--- src/hdl/gmt_conf_cell.sv ---
module gmt_conf_cell #(
   parameter int IDX   = 0,
   parameter int CNT_W = 5
) (
   input  logic             clock,
   input  logic [CNT_W-1:0] cnt,
   input  logic             append,
   input  logic [47:0]      new_id,
   input  logic [47:0]      key,
   output logic             match
);

   localparam logic [CNT_W-1:0] MY_IDX = CNT_W'(IDX);

   logic [47:0] id_ff, id_in;

   assign match = (MY_IDX < cnt) && (id_ff == key);

   // write at the fill position
   always_comb begin
      id_in = id_ff;
      if (append && (MY_IDX == cnt)) begin
         id_in = new_id;
      end
   end

   always_ff @(posedge clock) begin
      id_ff <= id_in;
   end

endmodule

--- config.mk ---
export PLATFORM = sky130hd
export DESIGN_NAME = gmt_conf_cell
export DESIGN_NICKNAME = d
export VERILOG_FILES = /design/src/hdl/gmt_conf_cell.sv
export SDC_FILE = /design/constraint.sdc
export NUM_CORES = 1
export LEC_CHECK = 0
export BUFFER_PORTS_ARGS = -buffer_cell sky130_fd_sc_hd__buf_4
export CELL_PAD_IN_SITES_DETAIL_PLACEMENT = 1
export CELL_PAD_IN_SITES_GLOBAL_PLACEMENT = 2
export CORE_MARGIN = 2
export CORE_UTILIZATION = 29
export CTS_CLUSTER_SIZE = 14
export DETAILED_ROUTE_END_ITERATION = 16
export PLACE_DENSITY = 0.9
export SLEW_MARGIN = 20
export SYNTH_ARGS = -nofsm -noshare
export SYNTH_HDL_FRONTEND = slang
export SYNTH_SLANG_ARGS = --single-unit
--- constraint.sdc ---
create_clock -name clock -period 7.42 [get_ports clock]
set_input_delay 1.113 -clock clock [delete_from_list [all_inputs] [get_ports clock]]
set_output_delay 1.113 -clock clock [all_outputs]
set_load 0.02 [all_outputs]
==> key figures <==
Finish
  – # fillers: 715
  – N_diodes: 0
  – Largest regs: id_ff: 48 flops
  – Area Overhead vs Synth: 51.3%
  – Final net count: 330
  – Layout cell share with drive strength beyond 1: 0.533
  – Util after Layout: 0.452
  – Top reg by flops: id_ff
  – Max reg flops: 48

Floorplan
  – Row count: 30
  – Die W: 87.7 um
  – Core area: 6790 sq um
  – Initial Util: 0.299
  – Die H: 87.7 um
  – Full die area: 7690 sq um
  – I/O pin cnt: 104

STA
  – Final Hold Viols: 0
  – # setup viols final: 0
  – Min Hold Slack: 992 ps
  – Tcrit/Tclk final: 0.466
  – Min Tclk post-route: 3460 ps
  – Slew Limit Fails: 0
  – Slew margin rel.: 0.772
  – Setup repair after global routing missed its margin: false
  – Fmax: 289 MHz
  – TNS Setup: 0 ps
  – Slew @ Worst Pin: 338 ps

CTS
  – CTS sink cnt: 48
  – Cts repair resizes: 0
  – CTS tree: done
  – Reg clk slew, reported paths: 90 ps
  – CTS Hold Buffers Added: 0
  – H-tree Lvls: 2
  – Num CTS Buffers: 5
  – Root buffer cell: clkbuf_8
  – Post-CTS Setup Bufs: 0
  – Clk buf depth: 2

Yosys
  – Async SR Flop Fraction: 0
  – Synth area leaders: edfxtp_1 (71%), xor2_1 (21%), nor4_2 (4.9%), nor4_1 (1.5%), nand4_1 (0.62%)
  – Yosys top cell area share: 0.710
  – Post-Syn Area: 2030 sq um
  – Synth area leader: edfxtp_1
  – Main synth FF type: edfxtp_1
  – #FFs+latches synth: 48
  – Sequential area share after synthesis: 0.710
  – Post-synth EDFFs: 48
  – Synth cell count leaders: edfxtp_1 (48), xor2_1 (48), nor4_2 (8)
  – Yosys warns: 0
  – Syn Nets: 218
  – Mean Syn Cell Area: 17.7 sq um
  – Post-Synthesis Cells: 115
  – Synth cell types: 9

Place
  – Gpl congestion: 0.721
  – Port bufs: 103
  – HPWL after detailed placement: 3.68 mm

GRT
  – Grt ovf: 0
  – Initial antenna violation count: 0
  – Global-route wire length before repair: 6.56 mm
  – Vias in the first global route: 1403
  – Gr usage total: 0.116
  – Pin count of the biggest net entering global routing: 27

Worst hold path
  – Hold Path Depth: 1
  – Worst Hold Path EP: id_ff[19]
  – Worst min-delay path category: primary input to flip-flop
  – Hold_sp: new_id[19]

Setup path
  – Crit path kind: primary input to output port
  – Crit end category: output port
  – Crit start category: primary input
  – Slowest library cell on the worst path: nor4_2
  – Crit-path max FO: 1
  – CP cell instances: buf_4 > xor2_1 > nor4_2 > nand4_1 > nor4_2 > buf_4
  – Slowest Stage Delay on Critical Path: 340 ps
  – Req. time, crit path: 6310 ps
  – CP Data Arrival Time: 2350 ps

Drt
  – Routed vias/inst: 4.15
  – Routed WL: 4.47 mm
  – Drt pass-1 iters: 4
  – Routed wire per std cell: 13.8 um
  – Drt drc: 0
  – First DRT Iteration DRCs: 29
  – Routed via count: 1342
  – Post-route ant nets: 0

Outcome
  – Status: completed

Pwr
  – P_leak: 1.22 nW
  – PD cells: 188 nW/um^2
  – Max VDD drop: 0.0784 mV

Run
  – Max-cap viol count: 0
==> critical path: cells and delay by family <==
family        cells  cell delay (ps)
buf+inv           2              290
xor+xnor          1              160
simple gates      3              780
==> per-layer routing <==
metal	routed length, um	share of wire	GRT usage
met1	1750	0.39	0.126
met2	2280	0.51	0.211
met3	397	0.089	0.0443
met4	36	0.0081	0.0336
met5	6	0.0013	0
==> worst max path at each step <==
stage | cells past startpoint | endpoint | from
global placement | 6 | match | key[26]
floorplan | 2 | id_ff[0] | cnt[1]
detailed placement | 6 | match | key[26]
CTS | 6 | match | key[26]
global route | 6 | match | key[26]
finish | 6 | match | key[43]
==> cells by family after synthesis <==
| logic type | Yosys count | share of synthesized area |
|---|---|---|
| xor+xnor | 48 | 0.207 |
| simple gates | 18 | 0.0807 |
| compound gates | 1 | 0.00246 |
| flops | 48 | 0.710 |
==> power by group <==
part	internal, mW	leakage [nW]	switching, mW
sequential	0.301	0.432	0.00117
clock	0.133	0.0642	0.0832
combinational	0.0417	0.725	0.0175
total	0.476	1.22	0.102
==> placed cells by master (no fill, tap or decap) <==
master / n
nand3_1: 1
nor4_1: 5
o21ai_1: 1
xor2_1: 48
bufinv_16: 2
nor4_2: 8
buf_4: 105
or4_1: 1
clkbuf_8: 5
nor3b_2: 1
nand4_1: 2
edfxtp_1: 48
==> layout make-up <==
cell class,count,area [sq um],area share
sequential,48,1440,0.469
clock inverter,2,60.1,0.0195
multi-input combinational,67,594,0.193
timing repair buffer,105,788,0.257
clock buffer,5,68.8,0.0224
tap,96,120,0.0391
==> stage by stage <==
step	std cells	power, mW	setup slack (ps)	instance area (sq um)
floorplan	115	0.323	1660	2030
finish	323	0.577	3960	3070
global placement	316	0.367	3880	2940
detailed placement	316	0.369	3890	2940
CTS	323	0.587	3890	3070
global route	323	0.600	3780	3070
No activity file was read; power rests on OpenSTA's default activity.
