==> src/hdl/gmt_pkg.sv <==
package gmt_pkg;

   // item kinds on the request channel
   localparam logic [1:0] REQ_GOSSIP = 2'd0;
   localparam logic [1:0] REQ_TICK   = 2'd1;
   localparam logic [1:0] REQ_ACK    = 2'd2;
   localparam logic [1:0] REQ_PROBE  = 2'd3;

   // member status codes
   localparam logic [1:0] MS_ALIVE   = 2'd0;
   localparam logic [1:0] MS_SUSPECT = 2'd1;
   localparam logic [1:0] MS_CONFIRM = 2'd2;
   // gossiped status outside the legal set
   localparam logic [1:0] MS_INVALID = 2'd3;

   // event codes
   localparam logic [2:0] EV_NONE      = 3'd0;
   localparam logic [2:0] EV_ADD_ACT   = 3'd1;
   localparam logic [2:0] EV_ADD_CONF  = 3'd2;
   localparam logic [2:0] EV_UPDATED   = 3'd3;
   localparam logic [2:0] EV_REFUTED   = 3'd4;
   localparam logic [2:0] EV_MOVED     = 3'd5;
   localparam logic [2:0] EV_FULL      = 3'd6;
   localparam logic [2:0] EV_NOT_FOUND = 3'd7;

   // announce codes
   localparam logic [1:0] AN_NONE    = 2'd0;
   localparam logic [1:0] AN_ALIVE   = 2'd1;
   localparam logic [1:0] AN_SUSPECT = 2'd2;
   localparam logic [1:0] AN_CONFIRM = 2'd3;

   // csr register indexes
   localparam logic REG_SELF_ID = 1'b0;
   localparam logic REG_TIMEOUT = 1'b1;

   localparam int          RESULT_LIMIT   = 16;
   localparam int          RES_W          = 5;
   localparam logic [31:0] TIMEOUT_RESET  = 32'd5000;

   typedef struct packed {
      logic [47:0] id;
      logic [1:0]  status;
      logic [31:0] inc;
      logic [63:0] deadline;
   } entry_type;

   typedef enum logic [2:0] {
      OP_HOLD,
      OP_SHIFT,
      OP_ROT,
      OP_APPEND,
      OP_UPDATE
   } cell_op_type;

   typedef struct packed {
      cell_op_type op;
      entry_type   data;
      logic        wr_inc;
      logic        wr_dl;
   } cell_ctl_type;

   typedef enum logic [2:0] {
      S_IDLE,
      S_MATCH,
      S_DECIDE,
      S_DROP,
      S_TICK_A,
      S_TICK_B
   } state_type;

endpackage

==> src/hdl/gmt_cell.sv <==
module gmt_cell #(
   parameter int IDX   = 0,
   parameter int CNT_W = 5
) (
   input  logic                     clock,
   input  logic [CNT_W-1:0]         cnt,
   input  gmt_pkg::cell_ctl_type    ctl,
   input  logic                     sel,
   input  logic [47:0]              key,
   input  gmt_pkg::entry_type       next_entry,
   input  gmt_pkg::entry_type       head_entry,
   output gmt_pkg::entry_type       entry,
   output logic                     match
);

   localparam logic [CNT_W-1:0] MY_IDX   = CNT_W'(IDX);
   localparam logic [CNT_W-1:0] MY_IDX_1 = CNT_W'(IDX + 1);

   gmt_pkg::entry_type entry_ff, entry_in;

   // id compare, only inside the live part of the list
   assign match = (MY_IDX < cnt) && (entry_ff.id == key);
   assign entry = entry_ff;

   // next entry value
   always_comb begin
      entry_in = entry_ff;
      case (ctl.op)
         gmt_pkg::OP_SHIFT: begin
            entry_in = next_entry;
         end
         gmt_pkg::OP_ROT: begin
            if (MY_IDX_1 < cnt) begin
               entry_in = next_entry;
            end else if (MY_IDX_1 == cnt) begin
               entry_in = head_entry;
            end
         end
         gmt_pkg::OP_APPEND: begin
            if (MY_IDX == cnt) begin
               entry_in = ctl.data;
            end
         end
         gmt_pkg::OP_UPDATE: begin
            if (sel) begin
               entry_in.status = ctl.data.status;
               if (ctl.wr_inc) begin
                  entry_in.inc = ctl.data.inc;
               end
               if (ctl.wr_dl) begin
                  entry_in.deadline = ctl.data.deadline;
               end
            end
         end
         default: begin
            entry_in = entry_ff;
         end
      endcase
   end

   always_ff @(posedge clock) begin
      entry_ff <= entry_in;
   end

endmodule

==> config.mk <==
export PLATFORM = sky130hd
export DESIGN_NAME = gmt_cell
export DESIGN_NICKNAME = d
export VERILOG_FILES = /design/src/hdl/gmt_pkg.sv /design/src/hdl/gmt_cell.sv
export SDC_FILE = /design/constraint.sdc
export NUM_CORES = 1
export LEC_CHECK = 0
export BUFFER_PORTS_ARGS = -buffer_cell sky130_fd_sc_hd__clkbuf_2
export CAP_MARGIN = 20
export CORE_AREA = 2 2 251 253
export DETAILED_ROUTE_END_ITERATION = 6
export DIE_AREA = 0 0 253 255
export MAX_ROUTING_LAYER = met4
export PLACE_DENSITY = 0.35
export SETUP_SLACK_MARGIN = 0.1
export SLEW_MARGIN = 20
export SYNTH_ARGS = -nofsm -noshare
export SYNTH_HDL_FRONTEND = slang
export SYNTH_SLANG_ARGS = --single-unit
==> constraint.sdc <==
create_clock -name clock -period 10.3 [get_ports clock]
set_input_delay 1.545 -clock clock [delete_from_list [all_inputs] [get_ports clock]]
set_output_delay 1.545 -clock clock [all_outputs]
set_load 0.05 [all_outputs]
==> results of run 1 <==
-- cell families (layout without fill, tap and decap cells) --
| kind of cell | after synthesis | count (layout) | share of synthesized area, % |
|---|---|---|---|
| xor gates and xnor gates | 48 | 48 | 5.36 |
| and+or+nand+nor | 124 | 124 | 9.84 |
| AOI/OAI and AO/OA | 252 | 252 | 25.7 |
| buffers and inverters | 59 | 691 | 3.24 |
| other | 0 | 8 | 0 |
| DFF | 146 | 146 | 55.9 |
-- power groups by stage --
| stage | clock [W] | combinational (W) | sequential, W |
|---|---|---|---|
| after floorplan | 0 | 0.000115 | 0.00100 |
| after global placement | 0 | 0.000574 | 0.000784 |
| after detailed placement | 0 | 0.000573 | 0.000784 |
| after CTS | 0.000693 | 0.000574 | 0.000772 |
| after global routing | 0.000714 | 0.000597 | 0.000777 |
| final | 0.000655 | 0.000564 | 0.000771 |
-- cells in the mapped netlist --
cell type	count	share of area, %
a221o_1	98	13
inv_1	1	0.048
nor3_4	1	0.21
a22oi_1	96	9.2
o21ai_1	1	0.064
nand4_1	2	0.16
clkbuf_1	45	2.2
o21a_1	3	0.29
edfxtp_1	146	56
buf_1	2	0.096
o21ai_0	50	3.2
nand3_1	2	0.13
buf_2	5	0.32
o211ai_1	2	0.19
a21oi_2	2	0.22
and2_1	98	7.8
xor2_1	48	5.4
nand2b_1	2	0.16
nor2_1	4	0.19
buf_6	3	0.43
or4_1	1	0.096
clkbuf_2	3	0.19
nor4_1	13	1.0
nand2_1	1	0.048
-- per-layer routing --
layer / share of wire, % / vias up / global-route usage [%]
li1: - / 3823 / -
met1: 36 / 3979 / 14.5
met2: 53 / 464 / 26.6
met3: 8.5 / 49 / 4.97
met4: 2.3 / 0 / 4.19
met5: 0 / - / -
-- per-stage QoR --
step	utilization, %	total power, W
after floorplan	-	0.00112
after global placement	19.3	0.00136
final	20.2	0.00199
after detailed placement	19.3	0.00136
after global routing	20.2	0.00209
after CTS	20.2	0.00204
-- placed cells by master (no fill, tap or decap), drive strengths merged, types with 4 or more instances in the layout --
cell | synthesis | final
clkbuf | 48 | 662
edfxtp | 146 | 146
and2 | 98 | 98
a221o | 98 | 98
a22oi | 96 | 96
o21ai | 51 | 51
xor2 | 48 | 48
buf | 10 | 14
nor4 | 13 | 13
diode | 0 | 8
inv | 1 | 6
nor2 | 4 | 4
clkinv | 0 | 4
-- layout make-up --
| type | instances | area [um2] | share of cell area (%) |
|---|---|---|---|
| flip-flops and latches | 146 | 4380 | 34.8 |
| repair buffers | 658 | 3330 | 26.5 |
| multi-input cells | 424 | 3260 | 25.9 |
| well taps | 799 | 1000 | 7.95 |
| clock buffers | 18 | 429 | 3.41 |
| clock inverters | 14 | 154 | 1.22 |
| diodes | 8 | 20.0 | 0.159 |
| inverters | 1 | 3.75 | 0.0298 |
-- critical path: cells and delay by family --
family | cells | cell delay [ns]
XOR/XNOR | 1 | 0.20
buffers and inverters | 2 | 0.42
AND/OR/NAND/NOR | 3 | 1.13
-- worst paths after layout --
check	from	to	slack (ns)	depth (start not counted)
worst max-delay path	key[44]	match	5.45	6
worst min-delay path	next_entry[25]	entry[25]	1.37	2
==> impl_metrics.py, run 1 <==
metrics = {
    "detailed_routing": {
        "drt-pass1-iter-count": 5,
        "route.antenna.remaining_nets": 0,
        "drc_errors": 0,
        "wl_um": 47000,
        "vias": 8315,
        "vias_per_cell": 4.02,
        "wire_per_inst_um": 22.7,
        "drt_iter0_markers": 468,
    },
    "clocking": {
        "clockBufferDepth": 2,
        "cts.repair.resized": 0,
        "htreeDepth": 4,
        "ctsHoldBuffers": 0,
        "postCtsSetupRepairBufs": 0,
        "clkSlewWorstSetupHoldPaths_ns": 0.07,
        "cts-root-buf": "clkbuf_16",
        "cts_made_buffers": 17,
        "cts_tree": "built",
        "clock-sinks": 146,
    },
    "floorplanning": {
        "rows": 92,
        "start_util_pct": 12.6,
        "die_w_um": 253,
        "die_area_um2": 64500,
        "ios": 645,
        "fp.coreArea_um2": 62200,
        "die_h_um": 255,
    },
    "finish": {
        "fin_area_um2": 12600,
        "nets": 1746,
        "fill_cells": 6974,
        "syn2layout_area_growth_pct": 60.4,
        "finish.cell_count_without_fillers": 2068,
        "largest_register_ffs": 146,
        "layout-drive-gt1-share_pct": 55.4,
    },
    "power_and_ir_drop": {
        "internal_power_w": 0.00127,
        "p_clk_share_pct": 32.9,
        "worst_ir_drop_vdd_v": 0.000125,
        "p_leak_nw": 5.53,
        "p_sw_share_pct": 36.3,
        "p_sw_w": 0.000723,
        "seqPwrFrac_pct": 38.7,
        "cellPowerDensity_nw_per_um2": 158,
        "power_frac_comb_pct": 28.3,
    },
    "yosys": {
        "ys_seq_elements": 146,
        "netlist_area_um2": 7840,
        "yosysSeqAreaShare_pct": 55.9,
        "syn_nets": 1127,
        "syn_inst": 629,
        "syn_avg_cell_area_um2": 12.5,
        "yosysUniqueCellTypes": 24,
        "yosysWarnings": 0,
    },
    "worst_setup_path": {
        "worstPathCellList": "clkbuf_2, xor2_1, nor4_1, nand4_1, nor4_1, clkbuf_2",
        "crit_required_ns": 8.76,
        "slowest_delay_ns": 0.62,
        "cp_slowest_cell": "nor4_1",
        "crit_path_start_kind": "input pin",
        "worstPathMaxFanout": 1,
        "cp-end-kind": "output port",
        "worstPathArrival_ns": 3.30,
        "crit_type": "input pin to output port",
    },
    "global_routing": {
        "grt_use_total_pct": 14.5,
        "grt_max_degree": 99,
        "first_global_vias": 8565,
        "grt_pass1_wl_um": 63200,
        "grt_overflow": 0,
        "antenna_found_initial": 18,
    },
    "timing": {
        "timing.final.ws_setup_ns": 5.45,
        "whs_ns": 1.37,
        "finalSetupTns_ns": 0,
        "relSlewSlack_pct": 33.7,
        "layout_min_cycle_time_ns": 4.85,
        "timing.final.hold_violations": 0,
        "drv_slew": 0,
        "fin_crit_sh_pct": 47.1,
        "grt_setup_unrepaired": "false",
        "fmaxAchievable_ghz": 0.206,
        "worst_slew_pin_slew_ns": 0.994,
        "setup_viol": 0,
    },
    "place": {
        "portBuffers": 644,
        "dpl-instance-area_um2": 12000,
        "pre_cts_ws_ns": 5.41,
        "dp_cells": 2028,
        "routabilityCongestion": 0.793,
        "dp_hpwl_um": 38000,
    },
    "status": {
        "status": "complete, no violations",
    },
    "run": {
        "cap_violations": 0,
    },
    "worst_hold_path": {
        "hp-class": "input pin to flip-flop",
    },
}
(Power assumes the default switching activity.)
==> inputs of run 2 (changes only) <==
Settings changed: ABC_AREA set to 1, CORE_AREA 2 2 251 253 to 2 2 248 250, DIE_AREA 0 0 253 255 to 0 0 250 252, PLACE_DENSITY 0.35 to 0.39.
Clock period 10.3 ns to 4.2 ns, I/O delays scaled along.
==> run 2 against run 1 <==
  * Hold slack worse by 0.93 ns
  * Die area is 2.3% lower
  * Final area up 11%
  * Combinational power rose to 2.9 times the previous value
  * Sequential power grew to 2.5 times the previous value
  * Largest power group unchanged
  * Cell count grew 23%
  * Clock power rose to 2.6 times the previous value
  * Core utilization increased by 2.9 points
  * Critical path depth grew 2
  * Flip-flop and latch count unchanged
  * Highest routed layer unchanged
  * Non-clock buffer count rose by 13
  * Global-route usage up 1.8 points
==> impl_metrics.py, run 2 <==
metrics = {
    "detailed_routing": {
        "vias": 11190,
        "wl_um": 51200,
        "drc_errors": 0,
        "vias_per_cell": 4.39,
        "wire_per_inst_um": 20.1,
        "route.antenna.remaining_nets": 0,
        "drt-pass1-iter-count": 7,
        "drt_iter0_markers": 703,
    },
    "floorplanning": {
        "die_w_um": 250,
        "ios": 645,
        "die_h_um": 252,
        "rows": 90,
        "fp.coreArea_um2": 60100,
        "die_area_um2": 63000,
        "start_util_pct": 15.2,
    },
    "yosys": {
        "yosys-top-cells-count": "510 x nand2_1, 293 x nand4_1, 146 x edfxtp_1",
        "syn_nets": 1654,
        "syn_avg_cell_area_um2": 7.92,
        "synth_compound_area_share_pct": 0.355,
        "yosys_most_used_dff": "edfxtp_1",
        "ys_top_cells_by_area": "edfxtp_1 48%, nand2_1 21%, nand4_1 20%, clkbuf_1 2.3%, xnor2_1 1.9%",
        "yosysUniqueCellTypes": 20,
        "yosysTopAreaCell": "edfxtp_1",
        "synth.mux.area_fraction_pct": 0,
        "synth_top_cell_area_share_pct": 47.9,
        "syn_inst": 1156,
        "ys_seq_elements": 146,
        "yosysSeqAreaShare_pct": 47.9,
        "synth-async-reset-ratio_pct": 0,
        "post-synth-top-count-cell": "nand2_1",
        "synth_top_family_by_area": "simple AND/OR/NAND/NOR gates",
        "netlist_area_um2": 9160,
        "synth_xor_area_share_pct": 2.96,
        "synth_fa_ha_area_share_pct": 0,
        "synthSimpleGateAreaFrac_pct": 42.8,
        "yosysWarnings": 0,
        "synth_edf_count": 146,
    },
    "timing": {
        "timing.final.hold_violations": 0,
        "worst_slew_pin_slew_ns": 0.871,
        "relSlewSlack_pct": 41.9,
        "fmaxAchievable_ghz": 0.350,
        "setup_viol": 0,
        "finalSetupTns_ns": 0,
        "drv_slew": 0,
        "fin_crit_sh_pct": 68.0,
        "layout_min_cycle_time_ns": 2.86,
        "whs_ns": 0.437,
        "grt_setup_unrepaired": "false",
    },
    "global_routing": {
        "antenna_found_initial": 7,
        "first_global_vias": 11300,
        "grt_max_degree": 93,
        "grt_overflow": 0,
        "grt_pass1_wl_um": 73100,
        "grt_use_total_pct": 16.3,
    },
    "place": {
        "dp_hpwl_um": 39700,
        "portBuffers": 644,
        "routabilityCongestion": 0.849,
    },
    "power_and_ir_drop": {
        "cellPowerDensity_nw_per_um2": 379,
        "power_w": 0.00528,
        "p_leak_nw": 6.28,
        "worst_ir_drop_vdd_v": 0.000308,
    },
    "clocking": {
        "clkSlewWorstSetupHoldPaths_ns": 0.07,
        "clock-sinks": 146,
        "clockBufferDepth": 2,
        "cts.repair.resized": 0,
        "postCtsSetupRepairBufs": 0,
        "ctsHoldBuffers": 0,
        "cts_made_buffers": 17,
        "cts-root-buf": "clkbuf_16",
        "htreeDepth": 4,
        "cts_tree": "built",
    },
    "run": {
        "cap_violations": 0,
    },
    "worst_setup_path": {
        "slowest_delay_ns": 0.41,
        "crit_type": "flip-flop to output port",
        "cp-end-kind": "output port",
        "crit_required_ns": 3.57,
        "worstPathMaxFanout": 2,
        "worstPathArrival_ns": 2.23,
        "crit_path_start_kind": "flip-flop",
        "cp_slowest_cell": "edfxtp_1",
        "worstPathCellList": "xnor2_1, nand2_1, nor2_1, nand2_1, nor2_1, nand2_1, nor2_1, clkbuf_2",
    },
    "finish": {
        "largest_register_ffs": 146,
        "syn2layout_area_growth_pct": 52.1,
        "layout_commonest_cell": "clkbuf_2",
        "layout_common_cells": "644 x clkbuf_2, 510 x nand2_1, 293 x nand4_1",
        "layout-drive-gt1-share_pct": 40.6,
        "fill_cells": 6780,
        "nets": 2250,
    },
    "status": {
        "status": "complete, no violations",
    },
    "worst_hold_path": {
        "hp-class": "input pin to flip-flop",
    },
}
==> run 2: final timing paths <==
kind | start | to | slack [ns] | cells after the start
min | ctl[30] | entry[28] | 0.44 | 3
max | entry[124] | match | 1.34 | 8
==> run 2: layer usage <==
metal / global-route usage (%) / up-vias / wire (um)
met4: 4.86 / 0 / 1070
li1: - / 5307 / -
met1: 17.6 / 5245 / 19600
met2: 29.1 / 592 / 26500
met3: 4.45 / 46 / 3990
met5: - / - / 0
==> run 2: power by group <==
group          leakage, nW  switching [W]  internal, W  total [W]
Sequential            1.38      0.0000904      0.00184    0.00193
Combinational         4.61        0.00122     0.000438    0.00166
Clock                0.298       0.000739     0.000955    0.00169
==> run 2: area by class of cell <==
type                            count  area, um2  share of cell area (%)
Inverter                           37        139                   0.997
Multi-Input combinational cell    879       4290                    30.8
Clock inverter                     14        191                    1.37
Timing Repair Buffer              671       3510                    25.2
Antenna cell                        3       7.51                  0.0539
Clock buffer                       18        429                    3.08
Sequential cell                   146       4380                    31.5
Tap cell                          782        978                    7.02
==> run 2: worst max-delay path: cells and delay by family, from the launching register on <==
| family | cells | cell delay (ns) |
|---|---|---|
| simple gates | 6 | 0.87 |
| xor+xnor | 1 | 0.18 |
| buf+inv | 1 | 0.29 |
| flops | 1 | 0.41 |
==> run 2: cells by family (layout without fill, tap and decap cells) <==
group | after synthesis | in the layout
compound gates | 5 | 5
xor+xnor | 31 | 31
buf+inv | 131 | 740
flops | 146 | 146
other cells | 0 | 3
simple gates | 843 | 843
==> run 2: metrics by stage <==
stage	worst slack [ns]	util, %	cells	area, um2
after floorplan	0.513	-	1156	9160
after global placement	1.42	22.1	2515	13300
after detailed placement	1.41	22.1	2515	13300
after CTS	1.22	23.2	2547	13900
after global routing	1.19	23.2	2550	13900
final	1.34	23.2	2550	13900
